$ cat src/adl_pkg.sv
// ----------------------------------------------------------------------------
// adl_pkg
// Shared types and constants of the Adler-32 stream checksum.
// ----------------------------------------------------------------------------
package adl_pkg;

  // Adler-32 modulus and the initial sums
  localparam logic [15:0] ADLER_MOD  = 16'd65521;
  localparam logic [15:0] LOW_INIT   = 16'd1;
  localparam logic [15:0] HIGH_INIT  = 16'd0;

  // Bytes that one data word carries
  localparam int WORD_BYTES = 4;

  // Field widths
  localparam int CNT_W  = 3;   // byte count
  localparam int BSUM_W = 10;  // sum of up to four bytes
  localparam int WSUM_W = 13;  // weighted byte sum, weights up to 7

  // One classified word, handed from the front end to the back end
  typedef struct packed {
    logic [CNT_W-1:0]  n_bytes;   // saturated byte count
    logic [BSUM_W-1:0] byte_sum;  // sum of the taken bytes
    logic [WSUM_W-1:0] wsum;      // sum of (n - i) * byte i
    logic              start;     // restart sums first
    logic              last;      // emit checksum afterwards
  } adl_item_t;

endpackage

$ cat src/adler32_stream_checksum.sv
// ----------------------------------------------------------------------------
// adler32_stream_checksum
// Running Adler-32 checksum over a stream of words of up to four bytes.
// ----------------------------------------------------------------------------
// Usage:
//   Input channel (in_valid / in_stall): one word per accepted cycle, bytes
//   taken from bits 7:0 upward, in_byte_count of them (limited to
//   BYTES_PER_ITEM; positions past the word count as zero bytes).
//   in_start_flag restarts the sums (low 1, high 0) before the word's bytes;
//   in_end_flag makes the word produce one checksum, high sum above low sum.
//   Output channel (out_valid / out_stall): one word per end-flagged input.
//   Throughput: one input word per cycle, unless a held checksum fills
//   the queue. The front end folds a word into a byte sum and a weighted
//   sum; the back end applies it, so the sum register loop sets the rate.
//   Path: an accepted word is written into the queue, the back end applies
//   it to the sums, and an end word's checksum goes to the output register.
//   Stall: a two-entry queue separates the two ends; while out_stall holds a
//   checksum, words without an end flag keep flowing, and in_stall rises
//   only once the queue is full.
//   Reset: synchronous, active low; sums return to their initial values and
//   both the queue and the output register empty.
// ----------------------------------------------------------------------------
module adler32_stream_checksum
  import adl_pkg::*;
#(
  parameter int BYTES_PER_ITEM = 4
) (
  input  logic             clk,
  input  logic             rst_n,
  input  logic             in_valid,
  output logic             in_stall,
  input  logic [31:0]      in_data_word,
  input  logic [CNT_W-1:0] in_byte_count,
  input  logic             in_start_flag,
  input  logic             in_end_flag,
  output logic             out_valid,
  input  logic             out_stall,
  output logic [31:0]      out_checksum
);

  logic      q_push;
  logic      q_full;
  logic      q_pop;
  logic      q_not_empty;
  adl_item_t push_item;
  adl_item_t head_item;

  // Front end: accept and classify
  adl_front #(
    .BYTES_PER_ITEM(BYTES_PER_ITEM)
  ) u_front (
    .in_valid      (in_valid),
    .in_stall      (in_stall),
    .in_data_word  (in_data_word),
    .in_byte_count (in_byte_count),
    .in_start_flag (in_start_flag),
    .in_end_flag   (in_end_flag),
    .q_full        (q_full),
    .q_push        (q_push),
    .q_item        (push_item)
  );

  // Decoupling queue
  adl_queue u_queue (
    .clk       (clk),
    .rst_n     (rst_n),
    .push      (q_push),
    .push_item (push_item),
    .full      (q_full),
    .pop       (q_pop),
    .not_empty (q_not_empty),
    .head_item (head_item)
  );

  // Back end: sums and output register
  adl_back u_back (
    .clk          (clk),
    .rst_n        (rst_n),
    .q_valid      (q_not_empty),
    .q_item       (head_item),
    .q_pop        (q_pop),
    .out_valid    (out_valid),
    .out_stall    (out_stall),
    .out_checksum (out_checksum)
  );

endmodule

$ cat src/adl_front.sv
// ----------------------------------------------------------------------------
// adl_front
// Accepts input words, saturates the count and folds the bytes into a
// plain sum and a position-weighted sum that do not depend on the state.
// ----------------------------------------------------------------------------
module adl_front
  import adl_pkg::*;
#(
  parameter int BYTES_PER_ITEM = 4
) (
  input  logic             in_valid,
  output logic             in_stall,
  input  logic [31:0]      in_data_word,
  input  logic [CNT_W-1:0] in_byte_count,
  input  logic             in_start_flag,
  input  logic             in_end_flag,
  input  logic             q_full,
  output logic             q_push,
  output adl_item_t        q_item
);

  // The count field cannot exceed its own range, so clip the limit to it
  localparam int CNT_FIELD_MAX = (1 << CNT_W) - 1;
  localparam int CNT_LIMIT     = (BYTES_PER_ITEM > CNT_FIELD_MAX) ?
                                 CNT_FIELD_MAX : BYTES_PER_ITEM;
  localparam logic [CNT_W-1:0] CNT_SAT = CNT_W'(CNT_LIMIT);

  // Handshake: take a word whenever the queue has room
  assign in_stall = q_full;
  assign q_push   = in_valid && !q_full;

  // Classify: bytes past the word read as zero, so only the four real
  // positions contribute to the sums; the count still weights high_sum.
  always_comb begin
    logic [CNT_W-1:0]  n;
    logic [BSUM_W-1:0] bsum;
    logic [WSUM_W-1:0] wsum;
    logic [7:0]        b;
    logic [CNT_W-1:0]  w;
    n    = (in_byte_count > CNT_SAT) ? CNT_SAT : in_byte_count;
    bsum = '0;
    wsum = '0;
    for (int i = 0; i < WORD_BYTES; i++) begin
      b = in_data_word[8*i +: 8];
      w = n - CNT_W'(i);
      if (CNT_W'(i) < n) begin
        bsum = bsum + {{(BSUM_W-8){1'b0}}, b};
        wsum = wsum + ({{(WSUM_W-CNT_W){1'b0}}, w} * {{(WSUM_W-8){1'b0}}, b});
      end
    end
    q_item.n_bytes  = n;
    q_item.byte_sum = bsum;
    q_item.wsum     = wsum;
    q_item.start    = in_start_flag;
    q_item.last     = in_end_flag;
  end

endmodule

$ cat src/adl_queue.sv
// ----------------------------------------------------------------------------
// adl_queue
// Two-entry queue of classified words between the front and back ends.
// ----------------------------------------------------------------------------
module adl_queue
  import adl_pkg::*;
(
  input  logic      clk,
  input  logic      rst_n,
  input  logic      push,
  input  adl_item_t push_item,
  output logic      full,
  input  logic      pop,
  output logic      not_empty,
  output adl_item_t head_item
);

  localparam int DEPTH = 2;
  localparam int PTR_W = (DEPTH > 1) ? $clog2(DEPTH) : 1;
  localparam int CW    = $clog2(DEPTH + 1);

  adl_item_t        entry_r [DEPTH];
  logic [PTR_W-1:0] wr_ptr_r, wr_ptr_nxt;
  logic [PTR_W-1:0] rd_ptr_r, rd_ptr_nxt;
  logic [CW-1:0]    cnt_r, cnt_nxt;

  assign full      = (cnt_r == CW'(DEPTH));
  assign not_empty = (cnt_r != '0);
  assign head_item = entry_r[rd_ptr_r];

  // Pointer and fill count update
  always_comb begin
    wr_ptr_nxt = wr_ptr_r;
    rd_ptr_nxt = rd_ptr_r;
    cnt_nxt    = cnt_r;
    if (push) begin
      wr_ptr_nxt = (wr_ptr_r == PTR_W'(DEPTH - 1)) ? '0 : wr_ptr_r + 1'b1;
    end
    if (pop) begin
      rd_ptr_nxt = (rd_ptr_r == PTR_W'(DEPTH - 1)) ? '0 : rd_ptr_r + 1'b1;
    end
    if (push && !pop) begin
      cnt_nxt = cnt_r + 1'b1;
    end else if (pop && !push) begin
      cnt_nxt = cnt_r - 1'b1;
    end
  end

  always_ff @(posedge clk) begin
    if (!rst_n) begin
      wr_ptr_r <= '0;
      rd_ptr_r <= '0;
      cnt_r    <= '0;
    end else begin
      wr_ptr_r <= wr_ptr_nxt;
      rd_ptr_r <= rd_ptr_nxt;
      cnt_r    <= cnt_nxt;
    end
  end

  // Entry storage, no reset needed
  always_ff @(posedge clk) begin
    if (push) begin
      entry_r[wr_ptr_r] <= push_item;
    end
  end

  // Checks
  a_no_push_full: assert property (@(posedge clk) disable iff (!rst_n)
    push |-> !full) else $error("queue push while full");
  a_no_pop_empty: assert property (@(posedge clk) disable iff (!rst_n)
    pop |-> not_empty) else $error("queue pop while empty");
  a_cnt_range: assert property (@(posedge clk) disable iff (!rst_n)
    cnt_r <= CW'(DEPTH)) else $error("queue fill count out of range");

endmodule

$ cat src/adl_back.sv
// ----------------------------------------------------------------------------
// adl_back
// Applies one classified word per cycle to the sums, end words only when the
// output register is free; it holds the checksum until the receiver takes it.
// ----------------------------------------------------------------------------
module adl_back
  import adl_pkg::*;
(
  input  logic        clk,
  input  logic        rst_n,
  input  logic        q_valid,
  input  adl_item_t   q_item,
  output logic        q_pop,
  output logic        out_valid,
  input  logic        out_stall,
  output logic [31:0] out_checksum
);

  logic [15:0] low_r, low_nxt;
  logic [15:0] high_r, high_nxt;
  logic        out_valid_r, out_valid_nxt;
  logic [31:0] out_checksum_r;
  logic        out_free;
  logic        load_out;

  // Sum update: low += S, high += n*low + W, both reduced mod 65521
  always_comb begin
    logic [15:0] base_l;
    logic [15:0] base_h;
    logic [16:0] l_sum;
    logic [18:0] nl;
    logic [19:0] h_t;
    logic [3:0]  h_hi;
    logic [16:0] h_u;
    base_l = q_item.start ? LOW_INIT  : low_r;
    base_h = q_item.start ? HIGH_INIT : high_r;

    // low: both terms below the modulus, one subtract at most
    l_sum   = {1'b0, base_l} + {{(17-BSUM_W){1'b0}}, q_item.byte_sum};
    low_nxt = (l_sum >= {1'b0, ADLER_MOD}) ? 16'(l_sum - {1'b0, ADLER_MOD})
                                           : l_sum[15:0];

    // n * low by shift and add, n has three bits
    nl = ({3'b000, base_l}       & {19{q_item.n_bytes[0]}}) +
         ({2'b00, base_l, 1'b0}  & {19{q_item.n_bytes[1]}}) +
         ({1'b0, base_l, 2'b00}  & {19{q_item.n_bytes[2]}});
    h_t = {4'b0000, base_h} + {1'b0, nl} + {{(20-WSUM_W){1'b0}}, q_item.wsum};

    // fold bits above 16 back in: 2^16 = 15 mod 65521
    h_hi = h_t[19:16];
    h_u  = ({9'b0, h_hi, 4'b0000} - {13'b0, h_hi}) + {1'b0, h_t[15:0]};
    high_nxt = (h_u >= {1'b0, ADLER_MOD}) ? 16'(h_u - {1'b0, ADLER_MOD})
                                          : h_u[15:0];
  end

  // Output register frees up when empty or taken this cycle
  assign out_free = !out_valid_r || !out_stall;
  assign q_pop    = q_valid && (!q_item.last || out_free);
  assign load_out = q_pop && q_item.last;

  always_comb begin
    out_valid_nxt = out_valid_r;
    if (out_free) begin
      out_valid_nxt = load_out;
    end
  end

  always_ff @(posedge clk) begin
    if (!rst_n) begin
      low_r       <= LOW_INIT;
      high_r      <= HIGH_INIT;
      out_valid_r <= 1'b0;
    end else begin
      out_valid_r <= out_valid_nxt;
      if (q_pop) begin
        low_r  <= low_nxt;
        high_r <= high_nxt;
      end
    end
  end

  always_ff @(posedge clk) begin
    if (load_out) begin
      out_checksum_r <= {high_nxt, low_nxt};
    end
  end

  assign out_valid    = out_valid_r;
  assign out_checksum = out_checksum_r;

  // Checks
  a_low_reduced: assert property (@(posedge clk) disable iff (!rst_n)
    low_r < ADLER_MOD) else $error("low sum not reduced");
  a_high_reduced: assert property (@(posedge clk) disable iff (!rst_n)
    high_r < ADLER_MOD) else $error("high sum not reduced");
  a_end_shows: assert property (@(posedge clk) disable iff (!rst_n)
    load_out |=> out_valid_r) else $error("end word did not raise out_valid");
  a_hold_reason: assert property (@(posedge clk) disable iff (!rst_n)
    (q_valid && !q_pop) |-> (q_item.last && out_valid_r && out_stall))
    else $error("back end held a word without cause");

endmodule

$ cat config.mk
export PLATFORM = sky130hd
export DESIGN_NAME = adler32_stream_checksum
export DESIGN_NICKNAME = d
export VERILOG_FILES = /design/src/adl_pkg.sv /design/src/adler32_stream_checksum.sv /design/src/adl_front.sv /design/src/adl_queue.sv /design/src/adl_back.sv
export SDC_FILE = /design/constraint.sdc
export NUM_CORES = 1
export LEC_CHECK = 0
export BUFFER_PORTS_ARGS = -buffer_cell sky130_fd_sc_hd__buf_2
export CAP_MARGIN = 15
export CORE_MARGIN = 10
export CORE_UTILIZATION = 50
export DETAILED_ROUTE_END_ITERATION = 10
export GPL_TIMING_DRIVEN = 1
export MAX_ROUTING_LAYER = met4
export PLACE_DENSITY = 0.7
export SYNTH_ARGS = -nofsm -noshare
export SYNTH_HDL_FRONTEND = slang
export SYNTH_HIERARCHICAL = 1
export SYNTH_SLANG_ARGS = --single-unit
$ cat constraint.sdc
create_clock -name clk -period 9.4 [get_ports clk]
set_input_delay 0 -clock clk [delete_from_list [all_inputs] [get_ports clk]]
set_output_delay 0 -clock clk [all_outputs]
set_load 0.1 [all_outputs]
==> flow_metrics.env, run 1 <==
export IMPL_rrSetupSlack_ps=560
export IMPL_cts_max_path_buffers=2
export IMPL_path_depth=35
export IMPL_worstRegToRegCells=35
export IMPL_final_area_um2=16700
export IMPL_synth_area_leader_cell="edfxtp_1"
export IMPL_hold_path_startpoint="in_valid"
export IMPL_remaining_drc_errors=0
export IMPL_synth_xor_area_frac=0.0671
export IMPL_crit_buf_inv=5
export IMPL_drv_cap=0
export IMPL_die_y_um=194
export IMPL_synth_compound_area_frac=0.176
export IMPL_htree_levels=4
export IMPL_place_hpwl_mm=31.0
export IMPL_clock_skew_ps=13.6
export IMPL_grt_pass1_vias=12600
export IMPL_timing_final_crit_share=0.941
export IMPL_min_to="u_queue/wr_ptr_r"
export IMPL_synth_edf_count=88
export IMPL_cts_clk_slew_worst_paths_ps=60
export IMPL_synth_flop_cell="edfxtp_1"
export IMPL_path_class="reg -> reg"
export IMPL_routedWlPerCell_um=17.9
export IMPL_synth_area_um2=15100
export IMPL_seq_area_frac_synth=0.226
export IMPL_cts_root_buf="clkbuf_16"
export IMPL_antenna_found_initial=0
export IMPL_ys_seq_elements=126
export IMPL_end_kind="flop"
export IMPL_cp_start_kind="flop"
export IMPL_vias=12800
export IMPL_drive_gt1_frac=0.146
export IMPL_finalHoldViolations=0
export IMPL_max_slew_margin=0.384
export IMPL_critPathMaxStageDelay_ps=550
export IMPL_io_pins=75
export IMPL_yosysTopAreaCellShare=0.175
export IMPL_slowest_stage="fa_1"
export IMPL_cts_buffers=17
export IMPL_synth_simple_area_share=0.193
export IMPL_grt_overflow=0
export IMPL_maxSlewViolCount=0
export IMPL_fin_cells=2207
export IMPL_whs_path_depth=4
export IMPL_worst_pin_slew_ps=913
export IMPL_path_max_fanout=10
export IMPL_finalSetupViolCount=0
export IMPL_grt_max_degree=43
export IMPL_postSynthCellCount=1716
export IMPL_fp_dieW_um=194
export IMPL_worstPathRequired_ps=9720
export IMPL_synth_top_family_by_area="adder cells"
export IMPL_cts_tree="done"
export IMPL_placed_cells=2163
export IMPL_arrival_ps=9170
export IMPL_start_util=0.507
export IMPL_synth_async_reset_ratio=0
export IMPL_gp_congestion=0.932
export IMPL_grt_usage=0.212
export IMPL_mostFrequentLayoutCell="nand2_1"
export IMPL_rsz0062_at_grt="false"
export IMPL_firstDrtPassIters=6
export IMPL_io_buffers=74
export IMPL_fmax_mhz=113
export IMPL_period_needed_ps=8840
export IMPL_r2r_end="u_back/high_r[6]"
export IMPL_synth_cell_types=104
export IMPL_diodes=0
export IMPL_num_rows=63
export IMPL_die_area_um2=37500
export IMPL_critPathTopFamily="compound AO/OA/AOI/OAI gates"
export IMPL_ant_nets=0
export IMPL_fin_nets=2078
export IMPL_insertion_delay_ps=430
export IMPL_ys_warn_count=6
export IMPL_layout_common_cells="192 x nand2_1, 182 x inv_1, 145 x ha_1"
export IMPL_hold_path_class="in -> reg"
export IMPL_synthAdderAreaFrac=0.236
export IMPL_synth_area_per_cell_um2=8.79
export IMPL_area_delta_synth_final_pct=11.0
export IMPL_cts_sinks=126
export IMPL_outcome="completed"
export IMPL_core_area_um2=29700
export IMPL_placed_area_um2=15900
export IMPL_drt_total_wl_mm=39.5
export IMPL_synthMuxAreaShare=0.0398
export IMPL_via_per_inst=5.78
export IMPL_grt_pass1_wl_mm=64.3
export IMPL_drt_iter0_markers=1071
export IMPL_ys_top_cells_by_area="edfxtp_1 18%, ha_1 12%, fa_1 11%"
==> worst reg2reg max path: cells and delay by family (launching register included) <==
| kind | cells | cell delay (ps) |
|---|---|---|
| AO/OA/AOI/OAI | 12 | 2800 |
| adder cells (fa/ha/maj) | 6 | 2500 |
| AND/OR/NAND/NOR | 9 | 1750 |
| buffers and inverters | 5 | 660 |
| multiplexers | 1 | 390 |
| flip-flops | 1 | 350 |
| XOR/XNOR | 2 | 300 |
==> metal layers <==
layer  track usage  vias to the layer above  part of all wire
met5             -                        -                 0
met4        0.0529                        0             0.019
met3        0.0239                       67             0.048
met2         0.346                      359              0.48
met1         0.275                     6199              0.46
li1              -                     6131                 -
==> what timing repair did <==
| item | 4_1_cts | 5_1_grt |
|---|---|---|
| endpoints found under the setup margin | 9 | 32 |
| setup buffers | 3 | 6 |
| resized for setup | 1 | 20 |
| hold endpoints to repair | 5 | 0 |
| hold buffers | 3 | 0 |
| pin swaps | 1 | 3 |
==> state kept, by name (all words and copies together) (netlist names), named ones only <==
name                 cells
u_queue/entry_r         56
u_queue/cnt_r            2
u_back/high_r           16
u_back/low_r            16
u_back/out_checksum     32
u_back/out_valid         1
u_queue/wr_ptr_r         1
u_queue/rd_ptr_r         1
==> through the flow <==
step | utilization | setup slack, ps | TNS [ps] | hold slack [ps]
2_1_floorplan | - | 121 | 0 | 118
3_3_place_gp | 0.536 | 173 | 0 | 192
3_5_place_dp | 0.536 | -61.4 | -118 | 198
4_1_cts | 0.558 | 2.71 | 0 | 65.3
5_1_grt | 0.563 | 23.8 | 0 | 108
6_report | 0.563 | 557 | 0 | 73.3
==> synthesized netlist by cell type, types with 47 or more instances <==
| library cell | number |
|---|---|
| mux2_2 | 47 |
| nor2b_1 | 49 |
| xnor2_1 | 76 |
| ha_1 | 147 |
| o21ai_0 | 55 |
| edfxtp_1 | 88 |
| fa_1 | 86 |
| nor2_1 | 104 |
| a21oi_1 | 90 |
| nand2_1 | 192 |
| and2_1 | 56 |
| inv_1 | 182 |
==> final cells by class <==
| class | instances | area, µm² |
|---|---|---|
| clock inverters | 15 | 159 |
| fillers | 2699 | 13000 |
| clock buffers | 17 | 425 |
| multi-input cells | 1363 | 10900 |
| repair buffers | 113 | 671 |
| well taps | 390 | 488 |
| inverters | 183 | 687 |
| flip-flops and latches | 126 | 3400 |
==> logic make-up after synthesis <==
kind of cell    after synthesis
simple gates                579
compound gates              374
buf+inv                     234
fa+ha+maj                   233
flops                       126
xor+xnor                    114
mux                          54
other cells                   2
==> worst max path at each step <==
stage / end / slack [ps]
after floorplan: u_back/out_checksum[21] / 120
after global placement: u_back/out_checksum[21] / 170
after detailed placement: u_back/out_checksum[21] / -60
after CTS: u_back/high_r[6] / 3
after global routing: u_back/high_r[6] / 20
final: u_back/high_r[6] / 560
Power of run 1 is not shown: default switching activity piles up to over one toggle a cycle in this logic, so the estimate is an artifact.
==> run 2, diff against run 1 <==
--- a/config.mk
+++ b/config.mk
@@ -5,6 +5,7 @@
 export SDC_FILE = /design/constraint.sdc
 export NUM_CORES = 1
 export LEC_CHECK = 0
+export ABC_AREA = 1
 export BUFFER_PORTS_ARGS = -buffer_cell sky130_fd_sc_hd__buf_2
 export CAP_MARGIN = 15
 export CORE_MARGIN = 10
@@ -13,6 +14,7 @@
 export GPL_TIMING_DRIVEN = 1
 export MAX_ROUTING_LAYER = met4
 export PLACE_DENSITY = 0.7
+export REMOVE_ABC_BUFFERS = 1
 export SYNTH_ARGS = -nofsm -noshare
 export SYNTH_HDL_FRONTEND = slang
 export SYNTH_HIERARCHICAL = 1
==> run 2 against run 1 <==
Utilization is 1.6 points lower. Die area is 7.4% higher. Count of clock-buffer cells in the layout is 2 higher. Critical path depth is 10 higher. Clock skew is 1.1 ps lower. Maximum frequency is 6.0% higher. Worst hold slack better by 71 ps. Routed wire length is 7.2% higher. Sequential share of layout area is 1.1 points lower. Area after synthesis is 8.3% higher. Worst setup slack better by 500 ps. Flip-flop and latch count stayed put. Largest cell class unchanged.
==> flow_metrics.env, run 2 <==
export IMPL_grt_max_degree=51
export IMPL_yosysMostFrequentCell="nand2_1"
export IMPL_rsz0062_at_grt="false"
export IMPL_drv_cap=0
export IMPL_gp_congestion=1.00
export IMPL_arrival_ps=8720
export IMPL_mostFrequentLayoutCell="nand2_1"
export IMPL_cts_clk_slew_worst_paths_ps=60
export IMPL_cp_common_cell="nand2_1"
export IMPL_synth_flop_cell="edfxtp_1"
export IMPL_routedWlPerCell_um=15.0
export IMPL_outcome="completed"
export IMPL_layout_common_cells="662 x nand2_1, 405 x inv_1, 191 x nor2_1"
export IMPL_fin_nets=2645
export IMPL_ys_warn_count=6
export IMPL_gr_usage_met1=0.243
export IMPL_synthMuxAreaShare=0.0239
export IMPL_period_needed_ps=8350
export IMPL_critPathMaxStageDelay_ps=520
export IMPL_drt_total_wl_mm=42.4
export IMPL_fp_dieW_um=201
export IMPL_clock_skew_ps=12.4
export IMPL_via_per_inst=5.25
export IMPL_synth_compound_area_frac=0.0814
export IMPL_seq_area_frac_synth=0.208
export IMPL_fmax_mhz=120
export IMPL_timing_final_crit_share=0.888
export IMPL_nFillCells=3163
export IMPL_use_met3=0.0336
export IMPL_worst_pin_slew_ps=1110
export IMPL_yosysTopAreaCellShare=0.162
export IMPL_core_area_um2=32400
export IMPL_ys_top_cells_by_count="662 x nand2_1, 405 x inv_1, 192 x nor2_1"
export IMPL_synth_area_leader_cell="edfxtp_1"
export IMPL_drive_gt1_frac=0.0977
export IMPL_area_delta_synth_final_pct=8.34
export IMPL_synth_area_per_cell_um2=7.08
export IMPL_io_buffers=74
export IMPL_maxSlewViolCount=0
export IMPL_ys_seq_elements=126
export IMPL_slowest_stage="mux2_2"
export IMPL_ant_nets=0
export IMPL_die_y_um=201
export IMPL_regMostFlops="u_queue/entry_r"
export IMPL_start_util=0.504
export IMPL_grt_overflow=0
export IMPL_synth_edf_count=88
export IMPL_grt_usage=0.213
export IMPL_synthAdderAreaFrac=0.218
export IMPL_path_class="reg -> reg"
export IMPL_cts_sinks=126
export IMPL_synth_cell_types=65
export IMPL_antenna_found_initial=7
export IMPL_synth_async_reset_ratio=0
export IMPL_worstPathRequired_ps=9770
export IMPL_ys_top_cells_by_area="edfxtp_1 16%, nand2_1 15%, ha_1 11%"
export IMPL_grt_use_met2=0.373
export IMPL_finalSetupViolCount=0
export IMPL_end_kind="flop"
export IMPL_place_hpwl_mm=35.2
export IMPL_synth_top_family_by_area="simple AND/OR/NAND/NOR gates"
export IMPL_finalHoldViolations=0
export IMPL_grt_pass1_vias=14600
export IMPL_cts_buffers=17
export IMPL_die_area_um2=40300
export IMPL_num_rows=66
export IMPL_top_usage_layer="met2"
export IMPL_firstDrtPassIters=8
export IMPL_remaining_drc_errors=0
export IMPL_htree_levels=4
export IMPL_synth_area_um2=16300
export IMPL_synth_simple_area_share=0.312
export IMPL_cp_start_kind="flop"
export IMPL_max_slew_margin=0.262
export IMPL_path_max_fanout=27
export IMPL_io_pins=75
export IMPL_largest_reg_flops=56
export IMPL_insertion_delay_ps=440
export IMPL_cts_tree="done"
export IMPL_postSynthCellCount=2305
export IMPL_cts_root_buf="clkbuf_16"
export IMPL_grt_pass1_wl_mm=69.7
export IMPL_synth_xor_area_frac=0.0389
export IMPL_cts_max_path_buffers=2
export IMPL_tns_ps=0
export IMPL_hold_path_class="in -> reg"
export IMPL_vias=14900
export IMPL_drt_iter0_markers=876
## run 2: cell types whose count changed after synthesis, sizes merged, moves of 29 or more
cell,before,now
nand2,192,687
inv,182,414
nand3,39,157
nor2,104,207
xnor2,76,22
and2,56,7
nand4,8,57
nor2b,49,0
a21o,46,10
nand2b,29,0
## run 2: routing by layer
metal  part of all wire  wire (µm)
met5                  0          0
met2               0.49      21000
met4              0.027       1150
met1               0.43      18100
met3              0.051       2160
## run 2: final timing paths
path,start,slack (ps),cells after the start,to
max reg2reg,flop,1050,45,u_back/high_r[14]
min reg2reg,u_back/low_r[0],510,2,u_back/low_r[0]
max,flop,1050,45,u_back/high_r[14]
min,in_byte_count[2],140,2,u_queue/entry_r[1][26]
## run 2: cell families after synthesis
| logic type | Yosys count |
|---|---|
| multiplexers | 28 |
| AO/OA/AOI/OAI | 231 |
| XOR/XNOR | 70 |
| AND/OR/NAND/NOR | 1148 |
| flip-flops | 126 |
| buffers and inverters | 467 |
| other | 2 |
| adder cells (fa/ha/maj) | 233 |
## run 2: worst max-delay path: cells and delay by family, from the launching register on
family          cells  cell delay [ps]
fa+ha+maj           7             2500
simple gates       26             3370
xor+xnor            2              220
flops               1              350
compound gates      1              420
mux                 1              520
buf+inv             8              870
## run 2: per-stage QoR
step / setup slack [ps] / std cells / utilization / area [µm²] / hold WS (ps)
4_1_cts: 1120 / 2825 / 0.545 / 17600 / 113
2_1_floorplan: 1280 / 2263 / - / 16000 / 97.6
5_1_grt: 346 / 2833 / 0.546 / 17700 / 135
3_5_place_dp: 754 / 2787 / 0.526 / 17000 / 202
6_report: 1050 / 2833 / 0.546 / 17700 / 144
3_3_place_gp: 929 / 2787 / 0.526 / 17000 / 196
## run 2: what timing repair did
item | CTS | global route
hold buffers | 6 | 0
hold endpoints to repair | 15 | 0
setup buffers | 0 | 0
resized for setup | 0 | 0
## run 2: layout make-up
cell class                      instances  area, µm²  share of cell area
Multi-Input combinational cell       1719      11100               0.625
Tap cell                              442        553              0.0313
Sequential cell                       126       3400               0.192
Antenna cell                            7       17.5            0.000990
Clock buffer                           19        433              0.0245
Inverter                              418       1570              0.0887
Clock inverter                         13        141             0.00799
Timing Repair Buffer                   89        518              0.0293
Power of run 2 is left out for the same reason.
==> run 3, diff against run 2 <==
--- a/config.mk
+++ b/config.mk
@@ -8,12 +8,14 @@
 export ABC_AREA = 1
 export BUFFER_PORTS_ARGS = -buffer_cell sky130_fd_sc_hd__buf_2
 export CAP_MARGIN = 15
-export CORE_MARGIN = 10
-export CORE_UTILIZATION = 50
+export CELL_PAD_IN_SITES_DETAIL_PLACEMENT = 0
+export CELL_PAD_IN_SITES_GLOBAL_PLACEMENT = 1
+export CORE_MARGIN = 4
+export CORE_UTILIZATION = 43
 export DETAILED_ROUTE_END_ITERATION = 10
 export GPL_TIMING_DRIVEN = 1
 export MAX_ROUTING_LAYER = met4
-export PLACE_DENSITY = 0.7
+export PLACE_DENSITY_LB_ADDON = 0.1
 export REMOVE_ABC_BUFFERS = 1
 export SYNTH_ARGS = -nofsm -noshare
 export SYNTH_HDL_FRONTEND = slang
==> run 3 against run 2 <==
Worst setup slack worse by 0.71 ps. Highest routed layer unchanged. Critical endpoint is now u_back/high_r[10]. Flip-flop and latch count stayed put. First-iteration DRC count fell by 17%. Count of clock-buffer cells in the layout fell by 1. Via count is 2.6% lower. Global-route usage up 1.4 points. Cell count grew 2.3%. Worst hold slack gained 60 ps. Die area up 2.2%. Largest cell class unchanged. Design area rose by 0.68%. Routed wire length increased by 5.8%.
==> flow_metrics.env, run 3 (synthesis gave the netlist of run 2 again) <==
export IMPL_outcome="completed"
export IMPL_tns_ps=0
export IMPL_cts_clk_slew_worst_paths_ps=70
export IMPL_remaining_drc_errors=0
export IMPL_diodes=0
export IMPL_drive_gt1_frac=0.101
export IMPL_cts_root_buf="clkbuf_16"
export IMPL_hold_path_class="in -> reg"
export IMPL_cp_common_cell="nand2_1"
export IMPL_mostFrequentLayoutCell="nand2_1"
export IMPL_hold_path_startpoint="in_data_word[30]"
export IMPL_rsz0062_at_grt="false"
export IMPL_finalHoldViolations=0
export IMPL_fin_cells=2899
export IMPL_largest_reg_flops=56
export IMPL_die_area_um2=41200
export IMPL_whs_path_depth=6
export IMPL_placed_cells=2860
export IMPL_fp_dieW_um=203
export IMPL_path_class="reg -> reg"
export IMPL_worst_pin_slew_ps=952
export IMPL_end_kind="flop"
export IMPL_period_needed_ps=8350
export IMPL_maxSlewViolCount=0
export IMPL_grt_pass1_vias=14300
export IMPL_cts_tree="done"
export IMPL_final_area_um2=17800
export IMPL_max_slew_margin=0.362
export IMPL_drt_total_wl_mm=44.8
export IMPL_routedWlPerCell_um=15.5
export IMPL_core_area_um2=37600
export IMPL_hold_ws_ps=204
export IMPL_finalSetupViolCount=0
export IMPL_io_pins=75
export IMPL_clock_skew_ps=14.6
export IMPL_io_buffers=74
export IMPL_cts_max_path_buffers=2
export IMPL_hold_buffers=6
export IMPL_nFillCells=3865
export IMPL_grt_pass1_wl_mm=73.4
export IMPL_firstDrtPassIters=5
export IMPL_worstPathRequired_ps=9760
export IMPL_via_per_inst=5.00
export IMPL_drv_cap=0
export IMPL_area_delta_synth_final_pct=9.07
export IMPL_fmax_mhz=120
export IMPL_gp_congestion=0.914
export IMPL_placed_area_um2=17100
export IMPL_crit_buf_inv=7
export IMPL_htree_levels=4
export IMPL_cts_buffers=17
export IMPL_worstRegToRegCells=43
export IMPL_drt_iter0_markers=725
export IMPL_critPathMaxStageDelay_ps=510
export IMPL_ant_nets=0
export IMPL_insertion_delay_ps=430
export IMPL_cts_sinks=126
export IMPL_layout_common_cells="662 x nand2_1, 405 x inv_1, 191 x nor2_1"
export IMPL_regMostFlops="u_queue/entry_r"
export IMPL_cts_resized=0
export IMPL_die_y_um=203
export IMPL_num_rows=71
export IMPL_slowest_stage="mux2_2"
export IMPL_grt_max_degree=35
export IMPL_critPathTopFamily="simple AND/OR/NAND/NOR gates"
export IMPL_vias=14500
export IMPL_grt_usage=0.227
export IMPL_antenna_found_initial=0
export IMPL_timing_final_crit_share=0.888
export IMPL_path_depth=43
export IMPL_place_hpwl_mm=37.7
export IMPL_cp_start_kind="flop"
export IMPL_fin_nets=2649
export IMPL_path_max_fanout=27
export IMPL_grt_overflow=0
export IMPL_post_cts_buffers=0
export IMPL_start_util=0.435
export IMPL_arrival_ps=8710
==> run 3: worst register-to-register path, delay by kind of cell (launching register included) <==
family                     cells  cell delay (ps)
and+or+nand+nor               22             3040
adders and majority gates      7             2400
AOI/OAI and AO/OA              5             1060
buffers and inverters          7              790
muxes                          1              540
DFF                            1              350
xor gates and xnor gates       1               80
==> run 3: worst paths after layout <==
kind	to	slack (ps)
hold reg to reg	u_back/low_r[0]	510
hold / removal	u_queue/entry_r[1][21]	200
setup reg to reg	u_back/high_r[10]	1050
setup / recovery	u_back/high_r[10]	1050
==> run 3: cell type report <==
| class | count | area, µm² | share of cell area |
|---|---|---|---|
| timing repair buffer | 93 | 548 | 0.0308 |
| sequential | 126 | 3400 | 0.191 |
| multi-input combinational | 1719 | 11100 | 0.621 |
| inverter | 418 | 1570 | 0.0881 |
| clock buffer | 18 | 439 | 0.0247 |
| clock inverter | 14 | 156 | 0.00878 |
| tap | 511 | 639 | 0.0359 |
==> run 3: layer usage <==
metal,global-route usage,share of wire,vias up
met1,0.294,0.47,6684
met2,0.383,0.48,303
li1,-,-,7464
met5,-,0,-
met3,0.0208,0.031,48
met4,0.0626,0.024,0
==> run 3: stage by stage <==
stage / utilization / worst slack (ps)
6_report: 0.474 / 1050
5_1_grt: 0.474 / 213
4_1_cts: 0.473 / 1010
3_5_place_dp: 0.456 / 1060
3_3_place_gp: 0.456 / 1160
2_1_floorplan: - / 1280
Power of run 3 is left out for the same reason.
